**src/design/fcsg_pkg.sv**
```systemverilog
// Package for the four-channel sound generator: request codes, field types,
// register offsets and constant tables. No dependencies.
package fcsg_pkg;

   typedef enum logic [1:0] {
      REQ_WRITE = 2'd0,
      REQ_READ  = 2'd1,
      REQ_TICK  = 2'd2,
      REQ_DIVRST = 2'd3
   } req_code_type;

   typedef struct packed {
      logic [1:0] req_type;
      logic [5:0] reg_address;
      logic [7:0] write_data;
      logic       fs_bit_before;
      logic       fs_bit_after;
   } req_payload_type;

   typedef struct packed {
      logic [7:0] read_data;
      logic [3:0] square1_level;
      logic [3:0] square2_level;
      logic [3:0] wave_level;
      logic [3:0] noise_level;
      logic [3:0] channels_on;
      logic       power_on;
   } rsp_payload_type;

   localparam logic [5:0] ADDR_NR10 = 6'd0;
   localparam logic [5:0] ADDR_NR11 = 6'd1;
   localparam logic [5:0] ADDR_NR12 = 6'd2;
   localparam logic [5:0] ADDR_NR13 = 6'd3;
   localparam logic [5:0] ADDR_NR14 = 6'd4;
   localparam logic [5:0] ADDR_GAP1 = 6'd5;
   localparam logic [5:0] ADDR_NR21 = 6'd6;
   localparam logic [5:0] ADDR_NR22 = 6'd7;
   localparam logic [5:0] ADDR_NR23 = 6'd8;
   localparam logic [5:0] ADDR_NR24 = 6'd9;
   localparam logic [5:0] ADDR_NR30 = 6'd10;
   localparam logic [5:0] ADDR_NR32 = 6'd12;
   localparam logic [5:0] ADDR_NR33 = 6'd13;
   localparam logic [5:0] ADDR_NR34 = 6'd14;
   localparam logic [5:0] ADDR_GAP2 = 6'd15;
   localparam logic [5:0] ADDR_NR42 = 6'd17;
   localparam logic [5:0] ADDR_NR43 = 6'd18;
   localparam logic [5:0] ADDR_NR44 = 6'd19;
   localparam logic [5:0] ADDR_NR50 = 6'd20;
   localparam logic [5:0] ADDR_NR51 = 6'd21;
   localparam logic [5:0] ADDR_NR52 = 6'd22;
   localparam logic [5:0] ADDR_WAVE_LO = 6'd32;
   localparam logic [5:0] ADDR_WAVE_HI = 6'd47;
   localparam int         NUM_REGS = 22;

   localparam logic [7:0] NR50_RESET = 8'h77;
   localparam logic [7:0] NR51_RESET = 8'hF3;
   localparam logic [10:0] FREQ_MAX = 11'h7FF;
   localparam logic [14:0] LFSR_SEED = 15'h7FFF;

   function automatic logic [7:0] duty_mask(input logic [1:0] duty);
      case (duty)
         2'd0: duty_mask = 8'h80;
         2'd1: duty_mask = 8'h81;
         2'd2: duty_mask = 8'hE1;
         2'd3: duty_mask = 8'h7E;
         default: duty_mask = 8'h80;
      endcase
   endfunction

   function automatic logic [6:0] noise_div(input logic [2:0] code);
      case (code)
         3'd0: noise_div = 7'd8;
         3'd1: noise_div = 7'd16;
         3'd2: noise_div = 7'd32;
         3'd3: noise_div = 7'd48;
         3'd4: noise_div = 7'd64;
         3'd5: noise_div = 7'd80;
         3'd6: noise_div = 7'd96;
         3'd7: noise_div = 7'd112;
         default: noise_div = 7'd8;
      endcase
   endfunction

endpackage

```
**src/design/fcsg_stream_if.sv**
```systemverilog
// Valid/ready stream interfaces for the request and response channels.
// Depends on fcsg_pkg for the payload types.
interface fcsg_req_if;
   import fcsg_pkg::*;
   logic            valid;
   logic            ready;
   req_payload_type payload;
   modport source (output valid, output payload, input ready);
   modport sink (input valid, input payload, output ready);
endinterface

interface fcsg_rsp_if;
   import fcsg_pkg::*;
   logic            valid;
   logic            ready;
   rsp_payload_type payload;
   modport source (output valid, output payload, input ready);
   modport sink (input valid, input payload, output ready);
endinterface

```
**src/design/fcsg_core.sv**
```systemverilog
// Sound generator state and single-pass request execution.
// Depends on fcsg_pkg. Applies one request per cycle when step is high.
module fcsg_core (
   input  logic                      clock,
   input  logic                      reset,
   input  logic                      step,
   input  fcsg_pkg::req_payload_type req,
   output fcsg_pkg::rsp_payload_type rsp
);
   import fcsg_pkg::*;

   logic [7:0]  regs_ff [NUM_REGS];
   logic [10:0] freq_ff [3];
   logic [3:0]  en_ff;
   logic [8:0]  len_ff [4];
   logic [13:0] sqt_ff [2];
   logic [2:0]  duty_ff [2];
   logic [3:0]  envv_ff [3];
   logic [3:0]  envt_ff [3];
   logic [2:0]  envr_ff;
   logic [3:0]  swt_ff;
   logic [11:0] sws_ff;
   logic [1:0]  swf_ff;
   logic [12:0] wvt_ff;
   logic [4:0]  wvp_ff;
   logic [3:0]  wvs_ff;
   logic [7:0]  wtab_ff [16];
   logic [21:0] nzt_ff;
   logic [14:0] nzs_ff;
   logic [2:0]  fstep_ff;
   logic        pwr_ff;

   logic [7:0]  regs_in [NUM_REGS];
   logic [10:0] freq_in [3];
   logic [3:0]  en_in;
   logic [8:0]  len_in [4];
   logic [13:0] sqt_in [2];
   logic [2:0]  duty_in [2];
   logic [3:0]  envv_in [3];
   logic [3:0]  envt_in [3];
   logic [2:0]  envr_in;
   logic [3:0]  swt_in;
   logic [11:0] sws_in;
   logic [1:0]  swf_in;
   logic [12:0] wvt_in;
   logic [4:0]  wvp_in;
   logic [3:0]  wvs_in;
   logic [7:0]  wtab_in [16];
   logic [21:0] nzt_in;
   logic [14:0] nzs_in;
   logic [2:0]  fstep_in;
   logic        pwr_in;
   rsp_payload_type rsp_in;

   function automatic logic [7:0] env_of(input logic [1:0] e, input logic [7:0] r2,
                                         input logic [7:0] r7, input logic [7:0] r17);
      case (e)
         2'd0: env_of = r2;
         2'd1: env_of = r7;
         default: env_of = r17;
      endcase
   endfunction

   always_comb begin
      logic [5:0]  a;
      logic [7:0]  v;
      logic [2:0]  ch;
      logic [2:0]  k;
      logic [2:0]  s;
      logic [2:0]  per;
      logic [7:0]  er;
      logic [12:0] sum;
      logic [11:0] sh;
      logic        was_len;
      logic        frame;
      logic [7:0]  b;
      logic        x;
      logic [14:0] ns;
      logic [1:0]  code;
      logic [7:0]  rd;
      logic [3:0]  lv [4];
      logic [4:0]  wp;
      logic [3:0]  wpos;
      logic [1:0]  ei;
      logic [7:0]  dm;
      logic [7:0]  nr10;
      logic [7:0]  nr43;

      regs_in = regs_ff; freq_in = freq_ff; en_in = en_ff; len_in = len_ff;
      sqt_in = sqt_ff; duty_in = duty_ff; envv_in = envv_ff; envt_in = envt_ff;
      envr_in = envr_ff; swt_in = swt_ff; sws_in = sws_ff; swf_in = swf_ff;
      wvt_in = wvt_ff; wvp_in = wvp_ff; wvs_in = wvs_ff; wtab_in = wtab_ff;
      nzt_in = nzt_ff; nzs_in = nzs_ff; fstep_in = fstep_ff; pwr_in = pwr_ff;
      a = req.reg_address; v = req.write_data;
      ch = 3'd0; k = 3'd0; s = 3'd0; per = 3'd0; er = 8'd0; sum = 13'd0; sh = 12'd0;
      was_len = 1'b0; frame = 1'b0; b = 8'd0; x = 1'b0; ns = 15'd0; code = 2'd0;
      rd = 8'hFF; wp = 5'd0; ei = 2'd0; dm = 8'd0;
      nr10 = regs_ff[ADDR_NR10[4:0]];
      nr43 = regs_ff[ADDR_NR43[4:0]];
      wpos = wvp_ff[4:1];
      lv = '{default: 4'd0};

      case (req.req_type)
         REQ_WRITE: begin
            if (a == ADDR_NR52) begin
               if (pwr_ff && !v[7]) begin
                  // power off: clear registers, frequencies and enables, and reload lengths
                  regs_in = '{default: 8'd0};
                  freq_in = '{default: 11'd0};
                  len_in = '{9'd64, 9'd64, 9'd256, 9'd64};
                  en_in = 4'd0;
               end else if (!pwr_ff && v[7]) begin
                  fstep_in = 3'd0;
               end
               pwr_in = v[7];
            end else if (a >= ADDR_WAVE_LO && a <= ADDR_WAVE_HI) begin
               if (en_ff[2]) wtab_in[wpos] = v;
               else wtab_in[a[3:0]] = v;
            end else if (pwr_ff && a < ADDR_NR52 && a != ADDR_GAP1 && a != ADDR_GAP2) begin
               ch = (a >= ADDR_NR50) ? 3'd4 : (a >= ADDR_GAP2) ? 3'd3 :
                    (a >= ADDR_NR30) ? 3'd2 : (a >= ADDR_GAP1) ? 3'd1 : 3'd0;
               k = 3'(a - 6'(ch) * 6'd5);
               ei = (ch == 3'd3) ? 2'd2 : ch[1:0];
               was_len = regs_ff[a[4:0]][6];
               regs_in[a[4:0]] = v;
               if (ch != 3'd4) begin
                  case (k)
                     3'd0: begin
                        if (ch == 3'd0 && !v[3] && swf_ff[1]) en_in[0] = 1'b0;
                        if (ch == 3'd2 && !v[7]) en_in[2] = 1'b0;
                     end
                     3'd1: begin
                        if (ch == 3'd2) len_in[2] = 9'd256 - 9'(v);
                        else len_in[ch[1:0]] = 9'd64 - 9'(v[5:0]);
                     end
                     3'd2: begin
                        if (ch != 3'd2 && v[7:3] == 5'd0) en_in[ch[1:0]] = 1'b0;
                     end
                     3'd3: begin
                        if (ch < 3'd3) freq_in[ch[1:0]] = {freq_ff[ch[1:0]][10:8], v};
                     end
                     default: begin
                        if (ch < 3'd3) freq_in[ch[1:0]] = {v[2:0], freq_ff[ch[1:0]][7:0]};
                        if (!was_len && v[6] && fstep_ff[0] && len_in[ch[1:0]] != 9'd0) begin
                           len_in[ch[1:0]] = len_in[ch[1:0]] - 9'd1;
                           if (len_in[ch[1:0]] == 9'd0) en_in[ch[1:0]] = 1'b0;
                        end
                        if (v[7]) begin
                           if (ch == 3'd2) begin
                              en_in[2] = regs_ff[ADDR_NR30[4:0]][7];
                              wvt_in = 13'((12'd2048 - 12'(freq_in[2])) * 2);
                              wvp_in = 5'd0;
                              wvs_in = wtab_ff[0][7:4];
                              if (len_in[2] == 9'd0) len_in[2] = 9'd256;
                           end else begin
                              er = (ch == 3'd3) ? regs_ff[ADDR_NR42[4:0]] :
                                   regs_ff[5'(5 * ch + 2)];
                              en_in[ch[1:0]] = er[7:3] != 5'd0;
                              envt_in[ei] = (er[2:0] != 3'd0) ? {1'b0, er[2:0]} : 4'd8;
                              envr_in[ei] = 1'b1;
                              envv_in[ei] = er[7:4];
                              if (len_in[ch[1:0]] == 9'd0) len_in[ch[1:0]] = 9'd64;
                              if (ch == 3'd3) begin
                                 nzs_in = LFSR_SEED;
                                 nzt_in = 22'(noise_div(nr43[2:0])) << nr43[7:4];
                              end else begin
                                 sqt_in[ch[0]] = 14'((12'd2048 - 12'(freq_in[ch[1:0]])) * 4);
                                 duty_in[ch[0]] = 3'd0;
                              end
                              if (ch == 3'd0) begin
                                 per = nr10[6:4];
                                 sws_in = {1'b0, freq_in[0]};
                                 swt_in = (per != 3'd0) ? {1'b0, per} : 4'd8;
                                 swf_in = {1'b0, (per != 3'd0 || nr10[2:0] != 3'd0)};
                                 if (nr10[2:0] != 3'd0) begin
                                    sh = sws_in >> nr10[2:0];
                                    if (nr10[3]) sum = {1'b0, sws_in - sh};
                                    else sum = 13'(sws_in) + 13'(sh);
                                    if (nr10[3]) swf_in[1] = 1'b1;
                                    if (sum > 13'(FREQ_MAX)) en_in[0] = 1'b0;
                                 end
                              end
                           end
                        end
                     end
                  endcase
               end
            end
         end
         REQ_READ: begin
            if (a == ADDR_NR52) rd = {pwr_ff, 3'b111, en_ff};
            else if (a >= ADDR_WAVE_LO && a <= ADDR_WAVE_HI)
               rd = en_ff[2] ? wtab_ff[wpos] : wtab_ff[a[3:0]];
            else begin
               case (a)
                  ADDR_NR10: rd = regs_ff[a[4:0]] | 8'h80;
                  ADDR_NR11, ADDR_NR21: rd = regs_ff[a[4:0]] | 8'h3F;
                  ADDR_NR12, ADDR_NR22, ADDR_NR42, ADDR_NR43, ADDR_NR50, ADDR_NR51:
                     rd = regs_ff[a[4:0]];
                  ADDR_NR14, ADDR_NR24, ADDR_NR34, ADDR_NR44:
                     rd = (regs_ff[a[4:0]] & 8'h40) | 8'hBF;
                  ADDR_NR30: rd = regs_ff[a[4:0]] | 8'h7F;
                  ADDR_NR32: rd = regs_ff[a[4:0]] | 8'h9F;
                  default: rd = 8'hFF;
               endcase
            end
         end
         REQ_TICK: frame = pwr_ff && req.fs_bit_before && !req.fs_bit_after;
         default: frame = pwr_ff && req.fs_bit_before;
      endcase

      if (frame) begin
         s = fstep_ff;
         if (!s[0]) begin
            for (int c = 0; c < 4; c++) begin
               if (regs_ff[5'(5 * c + 4)][6] && len_ff[c] != 9'd0) begin
                  len_in[c] = len_ff[c] - 9'd1;
                  if (len_in[c] == 9'd0) en_in[c] = 1'b0;
               end
            end
            if ((s == 3'd2 || s == 3'd6) && swf_ff[0]) begin
               per = nr10[6:4];
               swt_in = (swt_ff != 4'd0) ? swt_ff - 4'd1 : 4'd0;
               if (swt_in == 4'd0) begin
                  swt_in = (per != 3'd0) ? {1'b0, per} : 4'd8;
                  if (per != 3'd0) begin
                     sh = sws_ff >> nr10[2:0];
                     if (nr10[3]) sum = {1'b0, sws_ff - sh};
                     else sum = 13'(sws_ff) + 13'(sh);
                     if (nr10[3]) swf_in[1] = 1'b1;
                     if (sum > 13'(FREQ_MAX)) en_in[0] = 1'b0;
                     else if (nr10[2:0] != 3'd0) begin
                        sws_in = sum[11:0];
                        freq_in[0] = sum[10:0];
                        sh = sum[11:0] >> nr10[2:0];
                        if (nr10[3]) sum = {1'b0, sum[11:0] - sh};
                        else sum = 13'(sum[11:0]) + 13'(sh);
                        if (sum > 13'(FREQ_MAX)) en_in[0] = 1'b0;
                     end
                  end
               end
            end
         end else if (s == 3'd7) begin
            for (int e = 0; e < 3; e++) begin
               er = env_of(2'(e), regs_ff[ADDR_NR12[4:0]], regs_ff[ADDR_NR22[4:0]],
                           regs_ff[ADDR_NR42[4:0]]);
               if (envr_ff[e] && er[2:0] != 3'd0) begin
                  envt_in[e] = (envt_ff[e] != 4'd0) ? envt_ff[e] - 4'd1 : 4'd0;
                  if (envt_in[e] == 4'd0) begin
                     envt_in[e] = {1'b0, er[2:0]};
                     if (er[3]) begin
                        if (envv_ff[e] != 4'd15) envv_in[e] = envv_ff[e] + 4'd1;
                        else envr_in[e] = 1'b0;
                     end else begin
                        if (envv_ff[e] != 4'd0) envv_in[e] = envv_ff[e] - 4'd1;
                        else envr_in[e] = 1'b0;
                     end
                  end
               end
            end
         end
         fstep_in = s + 3'd1;
      end

      if (req.req_type == REQ_TICK && pwr_ff) begin
         for (int c = 0; c < 2; c++) begin
            if (en_in[c]) begin
               sqt_in[c] = (sqt_ff[c] != 14'd0) ? sqt_ff[c] - 14'd1 : 14'd0;
               if (sqt_in[c] == 14'd0) begin
                  sqt_in[c] = 14'((12'd2048 - 12'(freq_in[c])) * 4);
                  duty_in[c] = duty_ff[c] + 3'd1;
               end
            end
         end
         if (en_in[2]) begin
            wvt_in = (wvt_ff != 13'd0) ? wvt_ff - 13'd1 : 13'd0;
            if (wvt_in == 13'd0) begin
               wvt_in = 13'((12'd2048 - 12'(freq_in[2])) * 2);
               wp = wvp_ff + 5'd1;
               wvp_in = wp;
               b = wtab_ff[wp[4:1]];
               wvs_in = wp[0] ? b[3:0] : b[7:4];
            end
         end
         if (en_in[3]) begin
            nzt_in = (nzt_ff != 22'd0) ? nzt_ff - 22'd1 : 22'd0;
            if (nzt_in == 22'd0) begin
               nzt_in = 22'(noise_div(nr43[2:0])) << nr43[7:4];
               x = nzs_ff[0] ^ nzs_ff[1];
               ns = {x, nzs_ff[14:1]};
               if (nr43[3]) ns[6] = x;
               nzs_in = ns;
            end
         end
      end

      for (int c = 0; c < 2; c++) begin
         dm = duty_mask(regs_in[5'(5 * c + 1)][7:6]);
         if (en_in[c] && regs_in[5'(5 * c + 2)][7:3] != 5'd0 && dm[duty_in[c]])
            lv[c] = envv_in[c];
      end
      code = regs_in[ADDR_NR32[4:0]][6:5];
      if (en_in[2] && regs_in[ADDR_NR30[4:0]][7] && code != 2'd0)
         lv[2] = wvs_in >> (code - 2'd1);
      if (en_in[3] && regs_in[ADDR_NR42[4:0]][7:3] != 5'd0 && !nzs_in[0])
         lv[3] = envv_in[2];

      rsp_in.read_data = rd;
      rsp_in.square1_level = lv[0];
      rsp_in.square2_level = lv[1];
      rsp_in.wave_level = lv[2];
      rsp_in.noise_level = lv[3];
      rsp_in.channels_on = en_in;
      rsp_in.power_on = pwr_in;
   end

   always_ff @(posedge clock) begin
      if (reset) begin
         for (int i = 0; i < NUM_REGS; i++) regs_ff[i] <= 8'd0;
         regs_ff[ADDR_NR50[4:0]] <= NR50_RESET;
         regs_ff[ADDR_NR51[4:0]] <= NR51_RESET;
         for (int i = 0; i < 3; i++) begin
            freq_ff[i] <= 11'd0; envv_ff[i] <= 4'd0; envt_ff[i] <= 4'd0;
         end
         for (int i = 0; i < 4; i++) len_ff[i] <= 9'd0;
         for (int i = 0; i < 2; i++) begin
            sqt_ff[i] <= 14'd0; duty_ff[i] <= 3'd0;
         end
         for (int i = 0; i < 16; i++) wtab_ff[i] <= 8'd0;
         en_ff <= 4'd0; envr_ff <= 3'd0; swt_ff <= 4'd0; sws_ff <= 12'd0; swf_ff <= 2'd0;
         wvt_ff <= 13'd0; wvp_ff <= 5'd0; wvs_ff <= 4'd0; nzt_ff <= 22'd0; nzs_ff <= 15'd0;
         fstep_ff <= 3'd0; pwr_ff <= 1'b1;
      end else if (step) begin
         regs_ff <= regs_in; freq_ff <= freq_in; en_ff <= en_in; len_ff <= len_in;
         sqt_ff <= sqt_in; duty_ff <= duty_in; envv_ff <= envv_in; envt_ff <= envt_in;
         envr_ff <= envr_in; swt_ff <= swt_in; sws_ff <= sws_in; swf_ff <= swf_in;
         wvt_ff <= wvt_in; wvp_ff <= wvp_in; wvs_ff <= wvs_in; wtab_ff <= wtab_in;
         nzt_ff <= nzt_in; nzs_ff <= nzs_in; fstep_ff <= fstep_in; pwr_ff <= pwr_in;
      end
   end

   always_ff @(posedge clock) begin
      if (step) rsp <= rsp_in;
   end

`ifndef NO_ASSERTIONS
   a_off_quiet: assert property (@(posedge clock) disable iff (reset)
      step && !pwr_in |=> en_ff == 4'd0) else $error("channel on while powered off");
   a_len_stop: assert property (@(posedge clock) disable iff (reset)
      en_ff[1] |-> len_ff[1] != 9'd0)
      else $error("square2 live with empty length");
   a_noise_seed: assert property (@(posedge clock) disable iff (reset)
      step && req.req_type == REQ_WRITE && pwr_ff && req.reg_address == ADDR_NR44 &&
      req.write_data[7] |=> nzs_ff == LFSR_SEED) else $error("noise trigger seed");
`endif
endmodule

```
**src/design/four_channel_sound_generator_unit.sv**
```systemverilog
// Top level of the four-channel sound generator.
// Depends on fcsg_pkg, fcsg_req_if, fcsg_rsp_if and fcsg_core.
//
//   channel | dir | payload
//   req     | in  | req_type, reg_address, write_data, fs_bit_before, fs_bit_after
//   rsp     | out | read_data, four channel levels, channels_on, power_on
//
// A request is applied in the cycle it is accepted and its response sits in the
// output register the next cycle. One request per clock while no response stalls.
// Synchronous reset restores the power-on register set; no clearing pass.
// A stalled response holds; req_ready follows rsp_ready when a response waits.
module four_channel_sound_generator_unit (
   input logic       clock,
   input logic       reset,
   fcsg_req_if.sink  req,
   fcsg_rsp_if.source rsp
);
   import fcsg_pkg::*;

   logic valid_ff;
   logic valid_in;
   logic step;

   assign req.ready = !valid_ff || rsp.ready;
   assign step = req.valid && req.ready;
   assign valid_in = step || (valid_ff && !rsp.ready);
   assign rsp.valid = valid_ff;

   always_ff @(posedge clock) begin
      if (reset) begin
         valid_ff <= 1'b0;
      end else begin
         valid_ff <= valid_in;
      end
   end

   fcsg_core u_core (
      .clock (clock),
      .reset (reset),
      .step  (step),
      .req   (req.payload),
      .rsp   (rsp.payload)
   );

`ifndef NO_ASSERTIONS
   a_hold: assert property (@(posedge clock) disable iff (reset)
      rsp.valid && !rsp.ready |=> rsp.valid && $stable(rsp.payload))
      else $error("response dropped under stall");
   a_take: assert property (@(posedge clock) disable iff (reset)
      req.valid && req.ready |=> rsp.valid) else $error("accepted request lost");
   a_ready: assert property (@(posedge clock) disable iff (reset)
      !rsp.valid |-> req.ready) else $error("stalled with empty output");
`endif
endmodule
```
**src/flat_wrapper.sv**
```systemverilog
// flat-port wrapper written by rule: the top's interface ports become plain ports
module four_channel_sound_generator_unit_flat import fcsg_pkg::*;
  (clock, reset, req_valid, req_payload, req_ready, rsp_valid, rsp_payload, rsp_ready);
  fcsg_req_if req_i ();
  fcsg_rsp_if rsp_i ();
  input logic clock;
  input logic reset;
  input wire logic [$bits(req_i.valid)-1:0] req_valid;
  input wire logic [$bits(req_i.payload)-1:0] req_payload;
  output wire logic [$bits(req_i.ready)-1:0] req_ready;
  output wire logic [$bits(rsp_i.valid)-1:0] rsp_valid;
  output wire logic [$bits(rsp_i.payload)-1:0] rsp_payload;
  input wire logic [$bits(rsp_i.ready)-1:0] rsp_ready;
  assign req_i.valid = req_valid;
  assign req_i.payload = req_payload;
  assign req_ready = req_i.ready;
  assign rsp_valid = rsp_i.valid;
  assign rsp_payload = rsp_i.payload;
  assign rsp_i.ready = rsp_ready;
  four_channel_sound_generator_unit u_core (.clock(clock), .reset(reset), .req(req_i), .rsp(rsp_i));
endmodule
```
**config.mk**
```make
export PLATFORM = sky130hd
export DESIGN_NAME = four_channel_sound_generator_unit_flat
export DESIGN_NICKNAME = d
export VERILOG_FILES = /design/src/design/fcsg_pkg.sv /design/src/design/fcsg_stream_if.sv /design/src/design/fcsg_core.sv /design/src/design/four_channel_sound_generator_unit.sv /design/src/flat_wrapper.sv
export SDC_FILE = /design/constraint.sdc
export NUM_CORES = 2
export LEC_CHECK = 0
export BUFFER_PORTS_ARGS = -buffer_cell sky130_fd_sc_hd__buf_2
export CELL_PAD_IN_SITES_DETAIL_PLACEMENT = 1
export CELL_PAD_IN_SITES_GLOBAL_PLACEMENT = 2
export CORE_MARGIN = 8
export CORE_UTILIZATION = 42
export CTS_BUF_LIST = sky130_fd_sc_hd__clkbuf_8 sky130_fd_sc_hd__clkbuf_16
export CTS_CLUSTER_SIZE = 40
export DETAILED_ROUTE_END_ITERATION = 8
export PLACE_DENSITY = 0.85
export SYNTH_ARGS = -nofsm -noshare
export SYNTH_HDL_FRONTEND = slang
export SYNTH_SLANG_ARGS = --single-unit
```
**constraint.sdc**
```tcl
create_clock -name clock -period 17.7 [get_ports clock]
set_input_delay 0 -clock clock [delete_from_list [all_inputs] [get_ports clock]]
set_output_delay 0 -clock clock [all_outputs]
set_load 0.01 [all_outputs]
```
Word-level counts from Yosys, hierarchy flattened --
Memories as Yosys holds them, arrays and structs flattened. A register that Yosys moved wholly into a read port is not among the register bits. Index checks and enable logic that the tools add are counted.
Operators by class: add/sub/neg operators 38, shift operators 6, mux-type cells 445, eq/ne operators 41, reduce and logical (&&, ||, !) cells 118, $lt $le $gt $ge 31, bitwise gates (word level) 22, multiply operators 2
Operators by type and width (number):
- two-way mux 176 bit | 4
- two-way mux 36 bit | 17
- two-way mux 13 bit | 37
- two-way mux 33 bit | 14
- two-way mux 12 bit | 38
- two-way mux 4 bit | 78
- two-way mux 22 bit | 13
- two-way mux 28 bit | 10
- bitwise mux 128 bit | 2
- two-way mux 15 bit | 12
- bitwise mux 176 bit | 1
- two-way mux 168 bit | 1
- two-way mux 8 bit | 17
- two-way mux 9 bit | 15
- two-way mux 11 bit | 12
- two-way mux 128 bit | 1
- two-way mux 14 bit | 7
- binary-select mux 8 bit (select 4 bit) | 3
- two-way mux 3 bit | 28
- two-way mux 7 bit | 12
- binary-select mux 8 bit (select 5 bit) | 2
- bitwise mux 36 bit | 2
- one-hot mux 36 bit (2 select lines) | 1
- bitwise mux 33 bit | 2
- 124 further kinds | 374
Word-level totals: logic and storage cells 789, bits of input ports 22, bits in read-only memories 64, register bits after elaboration 549, memories kept 2, output and inout port bits 31
Memories:
- (name not given) | words 8, bits a word 4, read ports 1, clocked after memory_dff 1, wr ports 0, RTL line fcsg_pkg.sv:71 | case (code)
- (name not given) | words 8, bits a word 4, read ports 1, clocked after memory_dff 1, wr ports 0, RTL line fcsg_pkg.sv:71

Logic depth before layout (Yosys ltp) --
word-level depth 58, depth in mapped cells 41, mapped depth without buffers 38

Cells and area by module --
A second synthesis with hierarchy kept.
Second synthesis, totals: cells, all modules 4939, area total of the unflattened synthesis 39645.5 um^2
Modules (own cells, without submodules):
- fcsg_core | cells each 4934, instances 1, seq. area each 11340.9 um^2, area each 39590.5 um^2
- four_channel_sound_generator_unit | cells each 5, instances 1, seq. area each 20.0 um^2, area each 55.1 um^2

Worst setup path before layout --
No wires, ideal clock.
path type register to register, start register u_core.u_core.regs_ff[169] (netlist name), end register u_core.u_core.rsp[17] (netlist name) (data pin), setup slack 10.707 ns, period minus slack after synthesis 6.993 ns, arrival 6.836 ns, stages on the path, launching flop included 36, data required time 17.543 ns, setup time 0.157 ns, path buffers 3, cells stage by stage dfxtp_1 clkbuf_1 clkbuf_1 clkbuf_1 mux2i_1 nor2_1 a21oi_1 o21ai_0 ha_1 fa_1 nor2b_1 o21ai_0 a21boi_0 o21ai_0 a21oi_1 a21o_1 a21oi_1 xor2_1 mux2i_1 o21ai_0 a21oi_1 nand2_1 ha_1 or3_1 nor2_1 a21oi_1 a211oi_1 a2111oi_0 a2111oi_0 nand2_1 nor2_2 nand3_2 mux2_4 xor2_1 o221a_2 nor3_1
Between the ends: word-level cells in the longest chain between the ends 40, elaborated cells between the ends (all ways) 65, classes of those cells add/sub (6); order compare (3); shift (3); mux (50); reduce/logical (3)
RTL lines:
- from (decl) | RTL line fcsg_core.sv:12 | logic [7:0] regs_ff [NUM_REGS];
- from (signal assigned) | RTL line fcsg_core.sv:334 | regs_ff <= regs_in; freq_ff <= freq_in; en_ff <= en_in; len_ff <= len_in;
- right shift 11 x 3 -> 12 bit | RTL line fcsg_core.sv:176 | sh = sws_in >> nr10[2:0];
- adder 11 x 12 -> 13 bit or subtractor 11 x 12 -> 12 bit (tied branches) | RTL line fcsg_core.sv:178, fcsg_core.sv:177
- two-way mux 13 bit | RTL line fcsg_core.sv:177 | if (nr10[3]) sum = {1'b0, sws_in - sh};
- two-way mux 13 bit | RTL line fcsg_core.sv:175 | if (nr10[2:0] != 3'd0) begin
- two-way mux 13 bit | RTL line fcsg_core.sv:170 | if (ch == 3'd0) begin
- two-way mux 13 bit | RTL line fcsg_core.sv:149 | if (ch == 3'd2) begin
- two-way mux 13 bit | RTL line fcsg_core.sv:148 | if (v[7]) begin
- two-way mux 13 bit | RTL line fcsg_core.sv:127 | case (k)
- [... 24 more ...]
- two-way mux 1 bit | RTL line fcsg_core.sv:221 | if ((s == 3'd2 || s == 3'd6) && swf_ff[0]) begin
- two-way mux 3 bit | RTL line fcsg_core.sv:214 | if (!s[0]) begin
- two-way mux 3 bit * | RTL line fcsg_core.sv:212 | if (frame) begin
- two-way mux 3 bit | RTL line fcsg_core.sv:267 | if (en_in[c]) begin
- two-way mux 6 bit | RTL line fcsg_core.sv:265 | if (req.req_type == REQ_TICK && pwr_ff) begin
- binary-select mux 1 bit (select 3 bit) | RTL line fcsg_core.sv:299 | if (en_in[c] && regs_in[5'(5 * c + 2)][7:3] != 5'd0 && dm[duty_in[c]])
- two-way mux 1 bit (not written as such) | RTL line fcsg_core.sv:299
- logical AND 1 bit * | RTL line fcsg_core.sv:299
- to (signal assigned) | RTL line fcsg_core.sv:343 | if (step) rsp <= rsp_in;
- to (decl) | RTL line fcsg_core.sv:8 | output fcsg_pkg::rsp_payload_type rsp
Mark *: on every way between the ends. The rest lies on a longest branch, timed or not. The select of a mux whose other input is x is not followed. A chain may end at the register's enable or synchronous reset.

Final worst setup path --
start register u_core.u_core.regs_ff[169] (netlist name), end register u_core.u_core.sqt_ff[23] (netlist name)
Between the ends: word-level cells in the longest chain between the ends 37, elaborated cells between the ends (all ways) 70, classes of those cells add/sub (7); order compare (3); shift (3); mux (56); reduce/logical (1)
RTL lines:
- right shift 11 x 3 -> 12 bit | RTL line fcsg_core.sv:176
- adder 11 x 12 -> 13 bit or subtractor 11 x 12 -> 12 bit (tied branches) | RTL line fcsg_core.sv:178, fcsg_core.sv:177
- two-way mux 13 bit | RTL line fcsg_core.sv:177
- two-way mux 13 bit | RTL line fcsg_core.sv:175
- two-way mux 13 bit | RTL line fcsg_core.sv:170
- two-way mux 13 bit | RTL line fcsg_core.sv:149
- two-way mux 13 bit | RTL line fcsg_core.sv:148
- two-way mux 13 bit | RTL line fcsg_core.sv:127
- [... 21 more ...]
- two-way mux 1 bit | RTL line fcsg_core.sv:231 | if (sum > 13'(FREQ_MAX)) en_in[0] = 1'b0;
- two-way mux 1 bit | RTL line fcsg_core.sv:226 | if (per != 3'd0) begin
- two-way mux 1 bit | RTL line fcsg_core.sv:224 | if (swt_in == 4'd0) begin
- two-way mux 1 bit | RTL line fcsg_core.sv:221
- two-way mux 3 bit | RTL line fcsg_core.sv:214
- two-way mux 3 bit | RTL line fcsg_core.sv:212
- two-way mux 14 bit * | RTL line fcsg_core.sv:267
- two-way mux 28 bit * | RTL line fcsg_core.sv:265
- to (signal assigned) | RTL line fcsg_core.sv:335 | sqt_ff <= sqt_in; duty_ff <= duty_in; envv_ff <= envv_in; envt_ff <= envt_in;
- to (decl) | RTL line fcsg_core.sv:16 | logic [13:0] sqt_ff [2];
Marked as above.

==> flow_summary.json <==
{
  "outcome": "finished clean",
  "grt_max_degree": 146,
  "std_cell_rows": 112,
  "worst_r2r_path_depth": 33,
  "ant_nets": 0,
  "pre_cts_ws_ps": 8910,
  "clock_skew_ps": 29.6,
  "p_leak_nw": 15.3,
  "fin_tns_setup_ps": 0,
  "worstMarginPinSlew_ps": 1290,
  "cpMostUsedCell": "o21ai_0",
  "ys_warn_count": 0,
  "place_hpwl_um": 122000,
  "place_congestion": 1.00,
  "drv_cap": 0,
  "slew-limit-headroom_pct": 13.5,
  "synth_area_mm2": 0.0392,
  "worst_slack_ps": 8900,
  "port-buffer-count": 52,
  "synth_edf_count": 29,
  "cts.clk_slew.worst_paths_ps": 60,
  "die_h_um": 322,
  "cp_max_fo": 43,
  "hp-class": "in2reg",
  "synth_cell_types": 102,
  "fmax_mhz": 114,
  "initial_utilization_pct": 42.2,
  "crit_path_start_kind": "flop",
  "drt-initial-drc-count": 4266,
  "netlist_instances": 4995,
  "power_density_mw_per_mm2": 78.3,
  "finalCriticalPeriod_ps": 8800,
  "reg2reg_slack_ps": 8900,
  "die_area_mm2": 0.103,
  "hold_slack_ps": 82.1,
  "cts_max_path_buffers": 3,
  "setup-violations-final": 0,
  "antenna_found_initial": 10,
  "grt_pass1_wl_um": 262000,
  "cts_made_buffers": 73,
  "ys.flop_type": "dfxtp_1",
  "rsz0062_at_grt": "false",
  "path_delay_family": "compound AO/OA/AOI/OAI gates",
  "overflow": 0,
  "via_per_inst": 6.63,
  "wl_per_cell_um": 28.3,
  "slew_viol_final": 0,
  "async_reset_ff_share_pct": 0,
  "slowest_stage": "a2111oi_1",
  "cts_root_buf": "clkbuf_16",
  "ys_seq_area_share_pct": 29.0,
  "vias": 40900,
  "syn_to_final_growth_pct": 9.85,
  "grt.total_usage_pct": 32.5,
  "period_share_pct": 49.7,
  "nNetsFinal": 4981,
  "drt-pass1-iter-count": 8,
  "holdPathStages": 4,
  "report.final.hold_viol_count": 0,
  "fp.dieW_um": 322,
  "clk_latency_ps": 650,
  "cts_tree": "done",
  "core_region_area_mm2": 0.0929,
  "crit_required_ps": 18240,
  "vdd_drop_max_mv": 0.0636,
  "crit_buf_inv": 3,
  "route.detailed.drc": 0,
  "cp-end-kind": "flop",
  "wirelength_um": 174000,
  "clock-sinks": 553,
  "pin_count": 53,
  "ys_ff_latch": 553,
  "slowest_delay_ps": 970,
  "syn_area_per_cell_um2": 7.85,
  "drive_gt1_share_pct": 11.1,
  "worst-setup-path-type": "reg2reg",
  "fin_total_pwr_w": 0.00337,
  "cp.depth": 33,
  "synthesis.nets": 5125,
  "grt_pass1_vias": 40400,
  "worst_ep_arrival_time_ps": 9340,
  "h-tree-depth": 3,
  "cts_resized": 0
}
registers in the layout, summed over array words and instances, names as in the netlist, 15 cells and up, named ones only:
name and cells:
u_core.u_core.regs_ff 176, u_core.u_core.nzs_ff 15, u_core.u_core.nzt_ff 22, u_core.u_core.sqt_ff 28
u_core.u_core.wtab_ff 128, u_core.u_core.rsp 29, u_core.u_core.freq_ff 33, u_core.u_core.len_ff 36
logic make-up after synthesis:
kind of cell,count (synthesis),synth area share (%)
simple gates,1910,21.8
compound gates,1395,22.9
flops,553,29.0
buf+inv,532,5.18
mux,370,14.8
xor+xnor,127,2.87
fa+ha+maj,108,3.52
per-layer routing:
metal | track usage (%) | wire length, um | vias to the layer above
met5 | 0 | 0 | -
met3 | 6.17 | 14500 | 467
met2 | 51.2 | 78100 | 1849
met4 | 15.6 | 9040 | 0
li1 | - | - | 18100
met1 | 42.6 | 72800 | 20500
power by group:
group | switching (W) | internal [W]
combinational | 0.000392 | 0.000152
sequential | 0.0000258 | 0.00127
clock | 0.000629 | 0.000901
cells in the mapped netlist (all sizes together), types with 104 or more instances:
library cell	number	area (um2)
o21ai	317	1590
inv	135	509
nand2	472	1770
clkbuf	335	1260
nor2	781	2940
dfxtp	524	10500
ha	104	1300
mux2i	184	1840
a211oi	105	788
a21oi	395	1990
nor3	196	981
mux4	164	3690
nand3	142	716
layout make-up:
type | count | area [um2]
Fill cell | 11300 | 49800
Antenna cell | 4 | 10.0
Timing Repair Buffer | 173 | 1210
Inverter | 140 | 536
Clock inverter | 38 | 298
Multi-Input combinational cell | 3910 | 25900
Clock buffer | 96 | 2150
Sequential cell | 553 | 11400
Tap cell | 1254 | 1570
cells in the final DEF (no fill, tap or decap), types with 21 or more instances in the layout:
master / n
nor2_1: 778
dfxtp_1: 521
nand2_1: 471
a21oi_1: 391
o21ai_0: 302
nor3_1: 196
mux2i_1: 184
mux4_2: 164
inv_1: 141
nand3_1: 141
buf_4: 115
ha_1: 103
a211oi_1: 102
a31oi_1: 83
a22oi_1: 82
xnor2_1: 77
clkbuf_16: 74
o22ai_1: 59
buf_2: 49
xor2_1: 47
and2_1: 43
nor4_1: 41
o211ai_1: 39
nand4_1: 35
or3_1: 32
nor2b_1: 31
edfxtp_1: 29
nand2b_1: 27
o221ai_1: 26
o31ai_1: 26
o21a_1: 22
clkbuf_8: 22
a221oi_1: 21
and3_1: 21
a32oi_1: 21
final timing paths:
path,from,endpoint
min reg2reg,u_core.u_core.regs_ff[139],u_core.u_core.regs_ff[139]
min,req_payload[4],u_core.u_core.regs_ff[154]
max reg2reg,u_core.u_core.regs_ff[169],u_core.u_core.sqt_ff[23]
max,u_core.u_core.regs_ff[169],u_core.u_core.sqt_ff[23]
per-stage QoR:
stage                     utilization (%)  area [um2]  std cells
final                                46.4       43100       6168
after global routing                 46.4       43100       6166
after CTS                            46.3       43100       6164
after detailed placement             43.6       40500       6023
after global placement               43.6       40500       6023
after floorplan                         -       39200       4995
repair_timing:
action | 4_1_cts | 5_1_grt
endpoints found under the setup margin | 0 | 0
hold buffers | 7 | 0
hold endpoints to repair | 79 | 0
buffers inserted | 0 | 0
worst min-delay path, delay by kind of cell:
kind,cells,cell delay (ps)
compound gates,1,70
buf+inv,2,430
simple gates,1,160
(Power assumes the default switching activity.)
